**src/design/dpr_pkg.sv**
```systemverilog
`default_nettype none

package dpr_pkg;

  localparam int BUF_SIZE_DEFAULT = 2048;
  localparam int MAX_RESULTS      = 4;

  localparam logic [7:0] CH_DOLLAR = 8'h24;
  localparam logic [7:0] CH_HASH   = 8'h23;
  localparam logic [7:0] CH_PLUS   = 8'h2B;
  localparam logic [7:0] CH_MINUS  = 8'h2D;
  localparam logic [7:0] CH_COLON  = 8'h3A;
  localparam logic [7:0] HEX_BAD   = 8'hFF;

  typedef enum logic [1:0] {
    KIND_BODY = 2'd0,
    KIND_TX   = 2'd1,
    KIND_END  = 2'd2
  } kind_t;

  typedef enum logic [1:0] {
    ST_GOOD      = 2'd0,
    ST_MISMATCH  = 2'd1,
    ST_TOO_LONG  = 2'd2,
    ST_RESTARTED = 2'd3
  } status_t;

  typedef struct packed {
    kind_t       kind;
    logic [7:0]  data;
    status_t     status;
    logic        has_sequence;
  } result_t;

  typedef struct packed {
    logic [2:0]    count;
    result_t [3:0] res;
  } group_t;

  function automatic logic [7:0] hexval(input logic [7:0] c);
    logic [7:0] v;
    if (c >= 8'h61 && c <= 8'h66) v = c - 8'h57;
    else if (c >= 8'h30 && c <= 8'h39) v = c - 8'h30;
    else if (c >= 8'h41 && c <= 8'h46) v = c - 8'h37;
    else v = HEX_BAD;
    return v;
  endfunction

endpackage

`default_nettype wire

```
**src/design/dpr_core.sv**
```systemverilog
`default_nettype none

module dpr_core import dpr_pkg::*; #(
  parameter int BUF_SIZE = BUF_SIZE_DEFAULT
) (
  input  wire logic       clk,
  input  wire logic       rst,
  input  wire logic       s_tvalid,
  output logic            s_tready,
  input  wire logic [7:0] s_tdata,
  input  wire logic       grp_free,
  output logic            grp_wr,
  output group_t          grp
);

  localparam int CNT_W = $clog2(BUF_SIZE);

  typedef enum logic [1:0] {
    PH_HUNT = 2'd0,
    PH_BODY = 2'd1,
    PH_DIG1 = 2'd2,
    PH_DIG2 = 2'd3
  } phase_t;

  phase_t           phase, phase_next;
  logic [7:0]       running_sum, running_sum_next;
  logic [CNT_W-1:0] body_count, body_count_next;
  logic [7:0]       upper_digit, upper_digit_next;
  logic [7:0]       head_bytes [3];
  logic             in_valid;
  logic [7:0]       in_byte;
  logic             consume;
  logic             head_wr;
  logic [7:0]       hv;
  logic [7:0]       xs;
  logic             seq;
  group_t           grp_c;

  always_comb begin
    phase_next       = phase;
    running_sum_next = running_sum;
    body_count_next  = body_count;
    upper_digit_next = upper_digit;
    head_wr          = 1'b0;
    grp_c            = '0;
    hv               = hexval(in_byte);
    xs               = upper_digit + hv;
    seq              = (body_count >= CNT_W'(3)) && (head_bytes[2] == CH_COLON);
    unique case (phase)
      PH_HUNT: begin
        if (in_byte == CH_DOLLAR) begin
          phase_next       = PH_BODY;
          running_sum_next = '0;
          body_count_next  = '0;
        end
      end
      PH_BODY: begin
        priority if (in_byte == CH_DOLLAR) begin
          grp_c.count         = 3'd1;
          grp_c.res[0].kind   = KIND_END;
          grp_c.res[0].status = ST_RESTARTED;
          running_sum_next    = '0;
          body_count_next     = '0;
        end else if (in_byte == CH_HASH) begin
          phase_next = PH_DIG1;
        end else begin
          running_sum_next  = running_sum + in_byte;
          head_wr           = body_count < CNT_W'(3);
          body_count_next   = body_count + CNT_W'(1);
          grp_c.count       = 3'd1;
          grp_c.res[0].kind = KIND_BODY;
          grp_c.res[0].data = in_byte;
          if (body_count_next == CNT_W'(BUF_SIZE - 1)) begin
            grp_c.count         = 3'd2;
            grp_c.res[1].kind   = KIND_END;
            grp_c.res[1].status = ST_TOO_LONG;
            phase_next          = PH_HUNT;
          end
        end
      end
      PH_DIG1: begin
        upper_digit_next = {hv[3:0], 4'h0};
        phase_next       = PH_DIG2;
      end
      PH_DIG2: begin
        phase_next        = PH_HUNT;
        grp_c.res[0].kind = KIND_TX;
        if (xs != running_sum) begin
          grp_c.count         = 3'd2;
          grp_c.res[0].data   = CH_MINUS;
          grp_c.res[1].kind   = KIND_END;
          grp_c.res[1].status = ST_MISMATCH;
        end else if (seq) begin
          grp_c.count               = 3'd4;
          grp_c.res[0].data         = CH_PLUS;
          grp_c.res[1].kind         = KIND_TX;
          grp_c.res[1].data         = head_bytes[0];
          grp_c.res[2].kind         = KIND_TX;
          grp_c.res[2].data         = head_bytes[1];
          grp_c.res[3].kind         = KIND_END;
          grp_c.res[3].status       = ST_GOOD;
          grp_c.res[3].has_sequence = 1'b1;
        end else begin
          grp_c.count         = 3'd2;
          grp_c.res[0].data   = CH_PLUS;
          grp_c.res[1].kind   = KIND_END;
          grp_c.res[1].status = ST_GOOD;
        end
      end
      default: phase_next = PH_HUNT;
    endcase
  end

  assign consume  = in_valid && ((grp_c.count == 3'd0) || grp_free);
  assign s_tready = !in_valid || consume;
  assign grp_wr   = consume && (grp_c.count != 3'd0);
  assign grp      = grp_c;

  always_ff @(posedge clk) begin
    if (rst) begin
      in_valid    <= 1'b0;
      phase       <= PH_HUNT;
      running_sum <= '0;
      body_count  <= '0;
      upper_digit <= '0;
    end else begin
      if (s_tready) in_valid <= s_tvalid;
      if (consume) begin
        phase       <= phase_next;
        running_sum <= running_sum_next;
        body_count  <= body_count_next;
        upper_digit <= upper_digit_next;
      end
    end
  end

  always_ff @(posedge clk) begin
    if (s_tvalid && s_tready) in_byte <= s_tdata;
    if (consume && head_wr) head_bytes[body_count[1:0]] <= in_byte;
  end

  assert property (@(posedge clk) disable iff (rst) grp_wr |-> grp_free)
    else $error("result group written while previous group still draining");

  assert property (@(posedge clk) disable iff (rst)
    grp_wr |-> (grp.count != 3'd0 && grp.count <= 3'(MAX_RESULTS)))
    else $error("result group count out of range");

  assert property (@(posedge clk) disable iff (rst)
    (in_valid && !consume) |=> (in_valid && $stable(in_byte) && $stable(phase)))
    else $error("held input byte or phase changed while stalled");

endmodule

`default_nettype wire

```
**src/design/dpr_serializer.sv**
```systemverilog
`default_nettype none

module dpr_serializer import dpr_pkg::*; (
  input  wire logic        clk,
  input  wire logic        rst,
  input  wire logic        grp_wr,
  input  wire group_t      grp,
  output logic             grp_free,
  output logic             m_tvalid,
  input  wire logic        m_tready,
  output logic [15:0]      m_tdata,
  output logic [1:0]       m_tuser,
  output logic             m_tlast
);

  group_t     held;
  logic [2:0] left;
  logic [1:0] idx;
  result_t    cur;

  assign cur      = held.res[idx];
  assign m_tvalid = left != 3'd0;
  assign m_tlast  = left == 3'd1;
  assign m_tuser  = cur.kind;
  assign m_tdata  = {5'd0, cur.has_sequence, cur.status, cur.data};
  assign grp_free = (left == 3'd0) || (left == 3'd1 && m_tready);

  always_ff @(posedge clk) begin
    if (rst) begin
      left <= '0;
      idx  <= '0;
    end else if (grp_wr) begin
      left <= grp.count;
      idx  <= '0;
    end else if (m_tvalid && m_tready) begin
      left <= left - 3'd1;
      idx  <= idx + 2'd1;
    end
  end

  always_ff @(posedge clk) begin
    if (grp_wr) held <= grp;
  end

endmodule

`default_nettype wire

```
**src/design/debug_packet_receiver.sv**
```systemverilog
// A taken byte is registered in the core, and its results in the serializer's group register.
// Throughput: one byte per cycle while each byte yields at most one result and m_tready is high;
// a byte with more results holds the single result port until all are sent, up to 4 per byte.
// Reset: synchronous rst returns to hunting for '$' with sum, count and digit cleared;
// the stored first body bytes are not reset.
`default_nettype none

module debug_packet_receiver import dpr_pkg::*; #(
  parameter int BUF_SIZE = BUF_SIZE_DEFAULT
) (
  input  wire logic        clk,
  input  wire logic        rst,
  input  wire logic        s_tvalid,
  output logic             s_tready,
  input  wire logic [7:0]  s_tdata,   // rx_byte[7:0]
  output logic             m_tvalid,
  input  wire logic        m_tready,
  output logic [15:0]      m_tdata,   // data[7:0], status[9:8], has_sequence[10], zero
  output logic [1:0]       m_tuser,   // kind[1:0]
  output logic             m_tlast
);

  logic   grp_free;
  logic   grp_wr;
  group_t grp;

  dpr_core #(.BUF_SIZE(BUF_SIZE)) u_core (
    .clk      (clk),
    .rst      (rst),
    .s_tvalid (s_tvalid),
    .s_tready (s_tready),
    .s_tdata  (s_tdata),
    .grp_free (grp_free),
    .grp_wr   (grp_wr),
    .grp      (grp)
  );

  dpr_serializer u_ser (
    .clk      (clk),
    .rst      (rst),
    .grp_wr   (grp_wr),
    .grp      (grp),
    .grp_free (grp_free),
    .m_tvalid (m_tvalid),
    .m_tready (m_tready),
    .m_tdata  (m_tdata),
    .m_tuser  (m_tuser),
    .m_tlast  (m_tlast)
  );

endmodule

`default_nettype wire
```
**config.mk**
```make
export PLATFORM = sky130hd
export DESIGN_NAME = debug_packet_receiver
export DESIGN_NICKNAME = d
export VERILOG_FILES = /design/src/design/dpr_pkg.sv /design/src/design/dpr_core.sv /design/src/design/dpr_serializer.sv /design/src/design/debug_packet_receiver.sv
export SDC_FILE = /design/constraint.sdc
export NUM_CORES = 1
export LEC_CHECK = 0
export BUFFER_PORTS_ARGS = -buffer_cell sky130_fd_sc_hd__buf_2
export CELL_PAD_IN_SITES_DETAIL_PLACEMENT = 1
export CELL_PAD_IN_SITES_GLOBAL_PLACEMENT = 1
export CORE_MARGIN = 1
export CORE_UTILIZATION = 45
export CTS_CLUSTER_DIAMETER = 80
export DETAILED_ROUTE_END_ITERATION = 8
export MAX_ROUTING_LAYER = met4
export PLACE_DENSITY = 0.83
export SYNTH_ARGS = -nofsm -noshare
export SYNTH_HDL_FRONTEND = slang
export SYNTH_HIERARCHICAL = 1
export SYNTH_SLANG_ARGS = --single-unit
```
**constraint.sdc**
```tcl
create_clock -name clk -period 5.1 [get_ports clk]
set_clock_uncertainty 0.05 [all_clocks]
set_input_delay 1.53 -clock clk [delete_from_list [all_inputs] [get_ports clk]]
set_output_delay 1.53 -clock clk [all_outputs]
set_load 0.01 [all_outputs]
```
# [Word-level counts from Yosys, hierarchy flattened]
# Memory sizes are Yosys's and may differ from the RTL's. A register that Yosys moved wholly into a read port is not among the register bits.
# Cells that the tools add are included.
[totals] regBits=70 ram_bits=24 output_inout_bits=21 word_cells=125 n_memories=1
[classes] add_sub_neg=8 magnitude_cmp=9 n_eq_ne=13 n_mux=47 bitwise_logic=2 reduce_logical=27
[mem_list] name="u_core.head_bytes" words=3 word_bits=8 read_ports=3 rd_ports_with_merged_regs=1 wr=1 line_no="dpr_core.sv:29" rtl="logic [7:0] head_bytes [3];"
[op_table] op="$mux 8" n=8
[op_table] op="$mux 11" n=4
[op_table] op="$mux 2" n=14
[op_table] op="$bmux 13 s2" n=1
[op_table] op="$eq 8x6->1 const B" n=3
[op_table] op="$pmux 11 s2" n=1
[op_table] op="$pmux 10 s2" n=1
[op_table] op="$mux 3" n=6
[op_table] op="$add 8x8->8" n=2
[op_table] op="$ge 8x7->1 const B" n=2
[op_table] op="$le 8x7->1 const B" n=2
[op_table] op="$pmux 8 s2" n=1
[op_table] op="$sub 8x6->8 const B" n=2
[op_table] op="$mux 13" n=1
[op_table] op="$add 11x1->11 const B" n=1
[op_table] op="$eq 11x11->1 const B" n=1
[op_table] op="$ge 11x2->1 const B" n=1
[op_table] op="$lt 11x2->1 const B" n=1
[op_table] op="$logic_and 1x1->1" n=10
[op_table] op="$ge 8x6->1 const B" n=1
[op_table] op="$le 8x6->1 const B" n=1
[op_table] op="$ne 8x8->1" n=1
[op_table] op="$pmux 2 s2" n=2
[op_table] op="$pmux 2 s4" n=1
[op_table] op="other kinds (24)" n=38

# [Logic depth before layout (Yosys ltp)]
# Gate-level depths: netlist (run 1).
[depth] ltp_word=15 depth_mapped=23

# [Modules after synthesis]
# Netlist (run 1), hierarchy kept.
[by_module_without_submodules] module="dpr_core" instances=1 cells_each=442 area_each_um2=3958.8 seq_area_each_um2=1481.4
[by_module_without_submodules] module="dpr_serializer" instances=1 cells_each=112 area_each_um2=2228.4 seq_area_each_um2=1661.6

# [Least setup slack after synthesis (run 1)]
# Ideal clock, no wire load.
[synth_path] path_type="reg-to-reg" from="reg u_core.in_byte[0]" to="reg u_ser.left[2]" setup_time_ps=85 arrival_ps=4921 slack_ps=44 path_stages_with_launch=23 cell_sequence="edfxtp_1 -> buf_2 -> inv_1 -> ha_1 -> or4b_1 -> a311oi_1 -> or4_1 -> clkbuf_1 -> nand2_1 -> and3_1 -> o21ai_0 -> o31a_1 -> ha_1 -> fa_1 -> xor2_1 -> nor3_1 -> o31ai_1 -> or4_4 -> buf_6 -> nor4_2 -> buf_4 -> nor2b_1 -> nor3_1"
[synth_lines] item="from (decl)" line_no="dpr_core.sv:31" rtl="logic [7:0] in_byte;"
[synth_lines] item="from (signal assigned)" line_no="dpr_core.sv:138" rtl="if (s_tvalid && s_tready) in_byte <= s_tdata;"
[synth_lines] item="to (signal assigned)" line_no="dpr_serializer.sv:33" rtl="left <= grp.count;"
[synth_lines] item="to (signal assigned)" line_no="dpr_serializer.sv:36" rtl="left <= left - 3'd1;"
[synth_lines] item="to (decl)" line_no="dpr_serializer.sv:17" rtl="logic [2:0] left;"

==> results of run 1 <==
cell usage in the layout (no fill, tap or decap), drive strengths merged, types with 6 or more instances in the layout:
cell / n
xnor2: 9
a211oi: 6
clkbuf: 18
nor4: 23
clkinv: 8
o21ai: 15
edfxtp: 84
buf: 49
conb: 22
a21oi: 39
nand3: 13
ha: 26
dfxtp: 31
mux4: 13
inv: 22
nor2: 52
nor3: 16
and3: 10
nand2: 46
xor2: 8
nor2b: 8
power groups by stage:
stage	combinational [mW]	clock (mW)	sequential, mW
after global routing	0.390	1.25	1.08
after floorplan	0.282	0	1.05
after CTS	0.357	1.21	1.07
final	0.358	1.19	1.07
after detailed placement	0.350	0	1.09
after global placement	0.333	0	1.09
timing repair:
action | CTS | global route
setup endpoints to repair | 20 | 21
gates resized for setup | 2 | 7
setup buffers | 3 | 2
hold endpoints to repair | 0 | 0
hold buffers | 0 | 0
pin swaps | 1 | 3
routing by layer:
| metal | share of wire | up-vias | routed length (um) |
|---|---|---|---|
| met5 | 0 | - | 0 |
| met4 | 0.027 | 0 | 429 |
| met3 | 0.040 | 35 | 648 |
| met2 | 0.52 | 140 | 8431 |
| met1 | 0.41 | 2256 | 6619 |
| li1 | - | 2083 | - |
state kept, by name (all words and copies together), names as in the netlist, named ones only:
signal	count
u_ser/held	52
u_core/head_bytes	24
u_core/body_count	11
u_core/in_byte	8
u_core/running_sum	8
u_core/upper_digit	4
u_ser/left	3
u_ser/idx	2
u_core/in_valid	1
u_core/phase	1
worst max-delay path, stage by stage (launching register included):
cell and delay, ns:
edfxtp_1 0.45, inv_2 0.13, ha_1 0.23, or4b_1 0.50
a311oi_2 0.35, or4_1 0.18, nand2_1 0.09, and3_1 0.20
o21ai_0 0.22, o31a_1 0.18, ha_1 0.19, fa_1 0.44
xor2_1 0.16, nor3_1 0.22, o31ai_1 0.12, or4_4 0.53
o32ai_1 0.47
logic make-up (layout without fill, tap and decap cells):
kind of cell,Yosys count,count (layout)
compound gates,98,98
xor+xnor,17,17
fa+ha+maj,28,28
buf+inv,73,102
flops,115,115
mux,18,18
other cells,2,22
simple gates,203,203
how the worst max path moves through the flow:
stage / slack [ns] / cells after the start / startpoint / to
6_report: 0.08 / 16 / u_core/in_byte[0]$_DFFE_PP_ / u_ser/held[4]$_DFFE_PP_
5_1_grt: -0.05 / 17 / u_core/in_byte[0]$_DFFE_PP_ / u_ser/held[34]$_DFFE_PP_
4_1_cts: 0.02 / 17 / u_core/in_byte[0]$_DFFE_PP_ / u_ser/held[19]$_DFFE_PP_
3_5_place_dp: -0.02 / 18 / u_core/in_byte[0]$_DFFE_PP_ / u_ser/left[2]$_SDFFE_PP0P_
3_3_place_gp: 0.25 / 18 / u_core/in_byte[0]$_DFFE_PP_ / u_ser/left[2]$_SDFFE_PP0P_
2_1_floorplan: 0.04 / 22 / u_core/in_byte[0]$_DFFE_PP_ / u_ser/left[2]$_SDFFE_PP0P_
metrics by stage:
stage,area [um2],util,setup TNS (ns)
2_1_floorplan,6262,-,0
6_report,7094,0.5315,0
3_5_place_dp,6422,0.4812,-0.01770
3_3_place_gp,6422,0.4812,0
5_1_grt,7094,0.5315,-0.3325
4_1_cts,7051,0.5282,0
layout make-up:
class,instances,area (um2),share of cell area
Sequential cell,115,3143,0.4430
Timing Repair Buffer,49,304.0,0.04286
Clock inverter,14,161.4,0.02275
Inverter,21,78.83,0.01111
Clock buffer,18,429.2,0.06049
Multi-Input combinational cell,386,2758,0.3887
Tap cell,176,220.2,0.03104
==> results.md, run 1 <==
- Total track usage: 0.2456
- WP data required: 5.21 ns
- Max-slew violation count: 0
- Routed length per instance: 20.70 um
- Final count of negative-setup-slack endpoints: 0
- Status: finished, final reports clean
- Crit-path max FO: 8
- Peak VDD IR: 232.2 uV
- Async set-reset flop share out of synthesis: 0
- Synth cell types: 66
- Largest family of logic cells by synthesized area: simple AND/OR/NAND/NOR gates
- Chip Width: 119.3 um
- Post-layout minimum cycle time: 5.021 ns
- Reg clk slew, reported paths: 0.06 ns
- CTS tree: yes
- GR Util met1: 0.2822
- Post-synthesis sequential area ratio: 0.5080
- Final Cycle Share: 0.9845
- Top cells by area, synth: edfxtp_1 41%, dfxtp_1 10%, ha_1 5.3%
- Placed cells: 742
- Pre-CTS setup slack: -0.01770 ns
- Post-Syn Instances: 554
- Slew of the pin with the lowest slew margin: 1.163 ns
- Clock latency at the later pin of the worst-skew pair: 0.42 ns
- Yosys warns: 6
- Vias per inst: 5.795
- Internal reg-to-reg setup slack: 0.08 ns
- Global Route met2 Usage: 0.4164
- Fill count: 1428
- Clock Power Share: 0.455
- Area grow syn2layout: 14.66%
- Most common cell in the netlist: edfxtp_1
- Met3 Use GR: 0.04741
- PwrDens: 369.2 nW/um2
- Row cnt: 42
- Post-DRT Antenna Nets: 0
- Max cap viols: 0
- Reg2Reg Depth: 16
- RSZ-0062 raised after global routing: true
- Most instantiated cells after synthesis: 84 x edfxtp_1, 52 x nor2_1, 46 x nand2_1
- Crit path DAT: 5.13 ns
- Hold slack: 0.4601 ns
- Drt drc: 0
- Number of buffers created by CTS: 17
- Worst hold start: u_core/body_count[9]$_SDFFE_PP0P_
- PortBufs: 27
- Reg2reg end: u_ser/held[4]$_DFFE_PP_
- Aggregate global routing overflow: 0
- Worst Hold Class: register to register
- Hold Path End: u_core/body_count[9]$_SDFFE_PP0P_
- Mux cell area share after synthesis: 0.05581
- Initial Util: 0.4635
- Global-route wire length before repair: 25290 um
- Final wirelength: 16130 um
- Comb pwr share: 0.137
- DRT Pass-1 Iters: 5
- Buffer depth of the longest clock path: 2
- GRT busiest layer: met2
- Ports: 33
- Sw Pwr: 670.6 uW
- Hold depth: 2
- EDFF count, synth: 84
- Fraction of layout cells with a size suffix above 1: 0.2139
- Die Span Y: 119.3 um
- Sw Share: 0.2560
- Simple-gate share of the synthesized area: 0.1858
- Seq cells post-synth: 115
- Synth Area in Adders: 0.05905
- Fin nets: 630
- Internal: 1.948 mW
- F_max: 199.2 MHz
- Placer Congestion: 0.9140
- Synth Area in Compound Gates: 0.09990
- Setup crit end kind: register
- Netlist Area Pre-Place: 6187 um2
- Setup slack after layout: 0.07884 ns
- Rel. slew slack: 0.2226
- Initial antenna violation count: 0
- Reg-to-Reg Start: u_core/in_byte[0]$_DFFE_PP_
- Final-report hold violation count: 0
- Vias: 4514
- Die area: 14220 um2
- H-tree lvl count: 4
- Pin count of the biggest net entering global routing: 39
- Pwr Total: 2.619 mW
- Clock sink count: 115
- Static Leak: 2.588 nW
- Finished Layout Cells: 779
- CTS root buffer: clkbuf_16
- Vias in the first global route: 4680
- Post-synth top flop: edfxtp_1
- Synth top area share: 0.4077
- # diodes: 0
- Synth Area in XOR/XNOR: 0.02406
- Part of the power in registers: 0.408
- Worst Path Class, Setup: register to register
- HPWL Detailed: 11090 um
- Cell taking the most area after synthesis: edfxtp_1
- Initial DRC Count: 392
- Core outline area: 13350 um2
- Worst Setup Start Kind: register
- Avg Cell Area, Syn: 11.17 um2
No activity file was read; power rests on OpenSTA's default activity.
==> run 2: changes to the inputs <==
ABC_CLOCK_PERIOD_IN_PS = 5100   (was not set)
CORE_ASPECT_RATIO = 1.2   (was not set)
==> run 2 against run 1 <==
Clock-buffer cell count decreased by 1. Flip-flop and latch count unchanged. Critical endpoint is now u_ser/held[30]$_DFFE_PP_. Hold slack got worse by 0.0021 ns.
==> results.md, run 2 (synthesized netlist as in run 1, its figures left out) <==
- Status: finished, final reports clean
- Placer Congestion: 0.9112 (-0.31%)
- Peak VDD IR: 253.3 uV (+9.1%)
- Worst Setup Start Kind: register
- Setup crit end kind: register
- Die area: 14220 um2 (about the same)
- Rel. slew slack: 0.2222 (-0.0003490)
- Pwr Total: 2.759 mW (+5.3%)
- HPWL Detailed: 10730 um (-3.3%)
- Max reg flops: 52 (unchanged)
- Worst Hold Class: register to register
- Static Leak: 2.578 nW (-0.37%)
- Core outline area: 13300 um2 (-0.39%)
- Biggest register: u_ser/held
- Worst Path Class, Setup: register to register
- Final wirelength: 16310 um (+1.1%)
- H-tree lvl count: 4 (unchanged)
- Vias in the first global route: 4847 (+3.6%)
- Ports: 33 (unchanged)
- Final count of negative-setup-slack endpoints: 0 (unchanged)
- DRT Pass-1 Iters: 4 (-1)
- Fill count: 1385 (-3.0%)
- Reg clk slew, reported paths: 0.06 ns (about the same)
- Buffer depth of the longest clock path: 2 (unchanged)
- F_max: 203.3 MHz (+2.1%)
- Number of buffers created by CTS: 17 (unchanged)
- CP peak stage delay: 0.58 ns (+0.05 ns)
- Max cap viols: 0 (unchanged)
- Clock latency at the later pin of the worst-skew pair: 0.42 ns (about the same)
- PortBufs: 27 (unchanged)
- Drt drc: 0 (unchanged)
- Slew of the pin with the lowest slew margin: 1.164 ns (+0.0005210 ns)
- Clock sink count: 115 (unchanged)
- Chip Width: 109.0 um (-8.6%)
- Die Span Y: 130.5 um (+9.4%)
- Vias: 4566 (+1.2%)
- Fin nets: 627 (-0.48%)
- Final-report hold violation count: 0 (unchanged)
- Most frequent cells in the layout: 84 x edfxtp_1, 50 x nor2_1, 46 x nand2_1
- Area of the multi-input gates: 2744 um2 (-0.50%)
- CTS tree: yes
- # diodes: 0 (unchanged)
- PwrDens: 387.9 nW/um2 (+5.1%)
- Initial antenna violation count: 0 (unchanged)
- Most common cell after layout, fill and taps aside: edfxtp_1
- Final Cycle Share: 0.9645 (-0.02006)
- Aggregate global routing overflow: 0 (unchanged)
- Crit-path slowest cell: or4_4
- Routed length per instance: 21.24 um (+2.6%)
- Setup slack after layout: 0.1812 ns (+0.1023 ns)
- Worst-path cell chain: buf_4, or4b_1, mux2_2, or4_1, buf_4, nor2_1, a21oi_1, ha_1, a21o_1, a21oi_1, xnor2_1, o2111ai_1, nor4bb_1, or4_4, buf_6, nor4_2
- CTS root buffer: clkbuf_16
- Pin count of the biggest net entering global routing: 59 (+51%)
- Area grow syn2layout: 14.94%
- FF+latch area: 3143 um2 (unchanged)
- Final Util: 0.5349 (+0.003418)
- Crit-path max FO: 15 (+7)
- Initial DRC Count: 253 (-35%)
- WP data required: 5.26 ns (+0.05 ns)
- Vias per inst: 5.945 (+2.6%)
- Post-DRT Antenna Nets: 0 (unchanged)
- Global-route wire length before repair: 25730 um (+1.7%)
- Pre-CTS setup slack: 0.04961 ns (+0.06730 ns)
- Row cnt: 46 (+9.5%)
- Crit path DAT: 5.08 ns (-0.05 ns)
- Post-CTS Hold Buffers: 0 (unchanged)
- Fraction of layout cells with a size suffix above 1: 0.2100 (-0.003930)
- RSZ-0062 raised after global routing: false
- Max-slew violation count: 0 (unchanged)
- Post-layout minimum cycle time: 4.919 ns (-0.1023 ns)
- Total track usage: 0.2509 (+0.005314)
- Initial Util: 0.4654 (+0.001832)
- Setup_tns: 0 ns (unchanged)
## run 2: cell count changes in the layout (fill, tap and decap cells not counted), sizes merged
cell / previous run / this run
bufinv: 3 / 5
inv: 22 / 24
clkinvlp: 2 / 1
clkinv: 8 / 6
buf: 49 / 46
clkbuf: 18 / 17
## run 2: area by class of cell
| class | count | share of cell area |
|---|---|---|
| Tap cell | 168 | 0.02956 |
| Sequential cell | 115 | 0.4419 |
| Timing Repair Buffer | 46 | 0.03958 |
| Clock buffer | 17 | 0.05982 |
| Inverter | 21 | 0.01108 |
| Multi-Input combinational cell | 386 | 0.3858 |
| Clock inverter | 15 | 0.03220 |
## run 2: worst paths after layout
check,startpoint,endpoint,slack [ns],cells after the start
max,u_core/in_byte[5]$_DFFE_PP_,u_ser/held[30]$_DFFE_PP_,0.18,16
min,u_core/body_count[7]$_SDFFE_PP0P_,u_core/body_count[7]$_SDFFE_PP0P_,0.46,2
max reg2reg,u_core/in_byte[5]$_DFFE_PP_,u_ser/held[30]$_DFFE_PP_,0.18,16
min reg2reg,u_core/body_count[7]$_SDFFE_PP0P_,u_core/body_count[7]$_SDFFE_PP0P_,0.46,2
## run 2: layer usage
metal	share of wire	global-route usage	routed length, um
met3	0.037	0.05010	602
met5	0	-	0
met4	0.032	0.1264	519
met2	0.53	0.4369	8656
met1	0.40	0.2696	6531
## run 2: per-stage QoR
stage / hold slack (ns) / std cells / cell area, um2
5_1_grt: 0.4897 / 768 / 7112
4_1_cts: 0.4561 / 762 / 7043
6_report: 0.4580 / 768 / 7112
2_1_floorplan: 0.4042 / 574 / 6262
3_3_place_gp: 0.4224 / 730 / 6382
3_5_place_dp: 0.4366 / 730 / 6382
## run 2: worst max-delay path: cells and delay by family, from the launching register on
kind / cells / cell delay [ns]
buffers and inverters: 3 / 0.58
DFF: 1 / 0.44
xor gates and xnor gates: 1 / 0.22
adders and majority gates: 1 / 0.30
AOI/OAI and AO/OA: 4 / 0.66
muxes: 1 / 0.30
and+or+nand+nor: 6 / 2.14
## run 2: power by group
group / internal [mW] / leakage [nW] / switching (mW) / total (mW)
sequential: 1.02 / 1.06 / 0.0489 / 1.07
clock: 0.873 / 0.319 / 0.452 / 1.32
combinational: 0.168 / 1.20 / 0.200 / 0.368
total: 2.06 / 2.58 / 0.700 / 2.76
## run 2: what timing repair did
item / CTS / global route
setup buffers: 0 / 6
endpoints found under the setup margin: 2 / 21
resized for setup: 1 / 6
pin swaps: 0 / 2
==> run 3: changes to the inputs <==
--- a/config.mk
+++ b/config.mk
@@ -13,3 +13,3 @@
 export CORE_MARGIN = 1
-export CORE_UTILIZATION = 45
+export CORE_UTILIZATION = 44
 export CTS_CLUSTER_DIAMETER = 80
@@ -17,6 +17,5 @@
 export MAX_ROUTING_LAYER = met4
-export PLACE_DENSITY = 0.83
+export PLACE_DENSITY = 0.82
 export SYNTH_ARGS = -nofsm -noshare
 export SYNTH_HDL_FRONTEND = slang
-export SYNTH_HIERARCHICAL = 1
 export SYNTH_SLANG_ARGS = --single-unit
--- a/constraint.sdc
+++ b/constraint.sdc
@@ -4,2 +4,2 @@
 set_output_delay 1.53 -clock clk [all_outputs]
-set_load 0.01 [all_outputs]
+set_load 0.1 [all_outputs]
==> run 3 against run 2 <==
Cell area decreased by 15%. Sequential power shrank 19%. Synthesized cell count is 4.0% lower. Synthesized area decreased by 12%. Hold slack worse by 0.038 ns. Sequential share of layout area shrank 2.0 points. Critical path depth is 2 lower. Via count decreased by 9.5%. Largest cell class is now multi-input combinational cells. Highest routed layer unchanged.
==> results.md, run 3 <==
- Clock latency at the later pin of the worst-skew pair: 0.35 ns (-0.07 ns)
- Vias in the first global route: 4251 (-12%)
- Internal reg-to-reg setup slack: 0.40 ns (+0.22 ns)
- Crit-path slowest cell: edfxtp_1
- Most common cell in the netlist: edfxtp_1
- Routed length on met2: 7242 um (-16%)
- CTS root buffer: clkbuf_16
- Most frequent cells in the layout: 64 x edfxtp_1, 46 x nor2_1, 36 x a21oi_1
- Row cnt: 44 (-4.3%)
- Most common cell after layout, fill and taps aside: edfxtp_1
- M1 wire length: 5895 um (-9.7%)
- Core outline area: 12110 um2 (-8.9%)
- PwrDens: 381.9 nW/um2 (-1.5%)
- Biggest register: u_ser.held
- Netlist Area Pre-Place: 5473 um2 (-12%)
- WP data required: 5.21 ns (-0.05 ns)
- Crit-path max FO: 15 (unchanged)
- Most instantiated cells after synthesis: 64 x edfxtp_1, 47 x nor2_1, 36 x a21oi_1
- Pin count of the biggest net entering global routing: 39 (-34%)
- Final Cycle Share: 0.9218 (-0.04269)
- Async set-reset flop share out of synthesis: 0 (unchanged)
- Top cells by area, synth: edfxtp_1 35%, dfxtp_1 11%, ha_1 5.9%
- Post-DRT Antenna Nets: 0 (unchanged)
- Placed Area: 5714 um2 (-10%)
- Number of buffers created by CTS: 9 (-8)
- Peak VDD IR: 322.3 uV (+27%)
- Worst-path cell chain: inv_1, ha_1, a2111oi_4, a22o_1, a21oi_1, ha_1, fa_1, xnor2_1, xnor2_1, nor3_1, nand2_1, nor3b_1, nand4b_4, nor3_1
- EDFF count, synth: 64 (-24%)
- Placer Congestion: 0.9017 (-1.0%)
- Worst Hold Class: register to register
- DRT Pass-1 Iters: 5 (+1)
- Static Leak: 2.151 nW (-17%)
- Max cap viols: 0 (unchanged)
- Setup_tns: 0 ns (unchanged)
- Initial antenna violation count: 0 (unchanged)
- Crit path DAT: 4.81 ns (-0.27 ns)
- Yosys warns: 0 (-6)
- Synth cell types: 74 (+12%)
- Max-slew violation count: 0 (unchanged)
- Final wirelength: 13890 um (-15%)
- Cell area after layout: 6020 um2 (-15%)
- Die Span Y: 124.2 um (-4.8%)
- Routed length per instance: 19.40 um (-8.7%)
- Total track usage: 0.2291 (-0.02178)
- CP peak stage delay: 0.65 ns (+0.07 ns)
- Seq cells post-synth: 95 (-17%)
- Initial DRC Count: 365 (+44%)
- Buffer depth of the longest clock path: 2 (unchanged)
- Final count of negative-setup-slack endpoints: 0 (unchanged)
- Aggregate global routing overflow: 0 (unchanged)
- PortBufs: 27 (unchanged)
- Worst Path Class, Setup: register to register
- Fill count: 1361 (-1.7%)
- Cell taking the most area after synthesis: edfxtp_1
- Chip Width: 103.8 um (-4.8%)
- Post-Syn Instances: 532 (-4.0%)
- Ports: 33 (unchanged)
- Fraction of layout cells with a size suffix above 1: 0.1477 (-0.06225)
- Pwr Total: 2.299 mW (-17%)
- Clock sink count: 95 (-17%)
- Postcts setup bufs: 0 (unchanged)
- Worst Setup Start Kind: register
- HPWL Detailed: 9902 um (-7.7%)
- Area grow syn2layout: 9.991%
- Pre-CTS setup slack: 0.3870 ns (+0.3374 ns)
- CTS tree: yes
- Vias per inst: 5.772 (-2.9%)
- H-tree lvl count: 3 (-1)
- Highest Signal Layer: met4
- Drt drc: 0 (unchanged)
- Post-layout minimum cycle time: 4.701 ns (-0.2177 ns)
- Reg clk slew, reported paths: 0.07 ns (about the same)
- Synth top area share: 0.3512 (-0.05652)
- Rel. slew slack: 0.2151 (-0.007176)
- Post-synth top flop: edfxtp_1
- Initial Util: 0.4519 (-0.01351)
- Vias: 4133 (-9.5%)
- Slew of the pin with the lowest slew margin: 1.177 ns (+0.01358 ns)
- F_max: 212.7 MHz (+4.6%)
- Area of the multi-input gates: 2666 um2 (-2.8%)
- RSZ-0062 raised after global routing: false
- # diodes: 0 (unchanged)
- Avg Cell Area, Syn: 10.29 um2 (-7.9%)
- Global-route wire length before repair: 22160 um (-14%)
- Die area: 12890 um2 (-9.4%)
- Met3 wire length: 376 um (-38%)
- Max reg flops: 32 (-38%)
- Final-report hold violation count: 0 (unchanged)
- Setup crit end kind: register
- Setup slack after layout: 0.3989 ns (+0.2177 ns)
- Status: finished, final reports clean
- FF+latch area: 2542 um2 (-19%)
- Post-synthesis sequential area ratio: 0.4646 (-0.04342)
- Fin nets: 590 (-5.9%)
-- run 3: what timing repair did --
action                     CTS  global route
hold buffers                 0             0
resized for setup            0             2
setup endpoints to repair    0            15
-- run 3: path summary, 6_finish.rpt --
| path | start | cells past startpoint | end |
|---|---|---|---|
| hold reg to reg | u_core.upper_digit[6]$_SDFFE_PP0P_ | 2 | u_core.upper_digit[6]$_SDFFE_PP0P_ |
| setup reg to reg | u_core.in_byte[4]$_DFFE_PP_ | 14 | u_ser.held[19]$_SDFFCE_PP0P_ |
| hold / removal | u_core.upper_digit[6]$_SDFFE_PP0P_ | 2 | u_core.upper_digit[6]$_SDFFE_PP0P_ |
| setup / recovery | u_core.in_byte[4]$_DFFE_PP_ | 14 | u_ser.held[19]$_SDFFCE_PP0P_ |
-- run 3: power by group --
group | total [mW] | leakage, nW | internal [mW] | switching, mW
clock network | 0.672 | 0.144 | 0.383 | 0.289
registers | 0.866 | 0.785 | 0.837 | 0.0290
logic | 0.761 | 1.22 | 0.152 | 0.609
-- run 3: per-layer routing --
layer,global-route usage,vias up
met1,0.2542,2075
met5,-,-
met2,0.4154,64
met3,0.02983,22
li1,-,1972
met4,0.1027,0
-- run 3: through the flow --
stage,cells,hold slack (ns),util
after floorplan,536,0.3900,-
after global placement,700,0.4006,0.4718
after detailed placement,700,0.4141,0.4718
after CTS,716,0.4233,0.4958
after global routing,716,0.4461,0.4970
final,716,0.4199,0.4970
-- run 3: layout make-up --
cell class	instances	area share
tap	161	0.03346
sequential	95	0.4224
clock inverter	5	0.009561
inverter	33	0.02058
timing repair buffer	35	0.03243
multi-input combinational	376	0.4429
clock buffer	11	0.03866
-- run 3: worst max-delay path: cells and delay by family, from the launching register on --
kind            cells  cell delay, ns
xor+xnor            2            0.37
simple gates        5            1.44
flops               1            0.65
fa+ha+maj           3            0.96
compound gates      3            0.80
buf+inv             1            0.23
-- run 3: cell families after synthesis --
logic type,synth area share
AOI/OAI and AO/OA,0.1674
DFF,0.4646
other,0.0006852
xor gates and xnor gates,0.03041
and+or+nand+nor,0.1975
adders and majority gates,0.06676
muxes,0.01852
buffers and inverters,0.05418
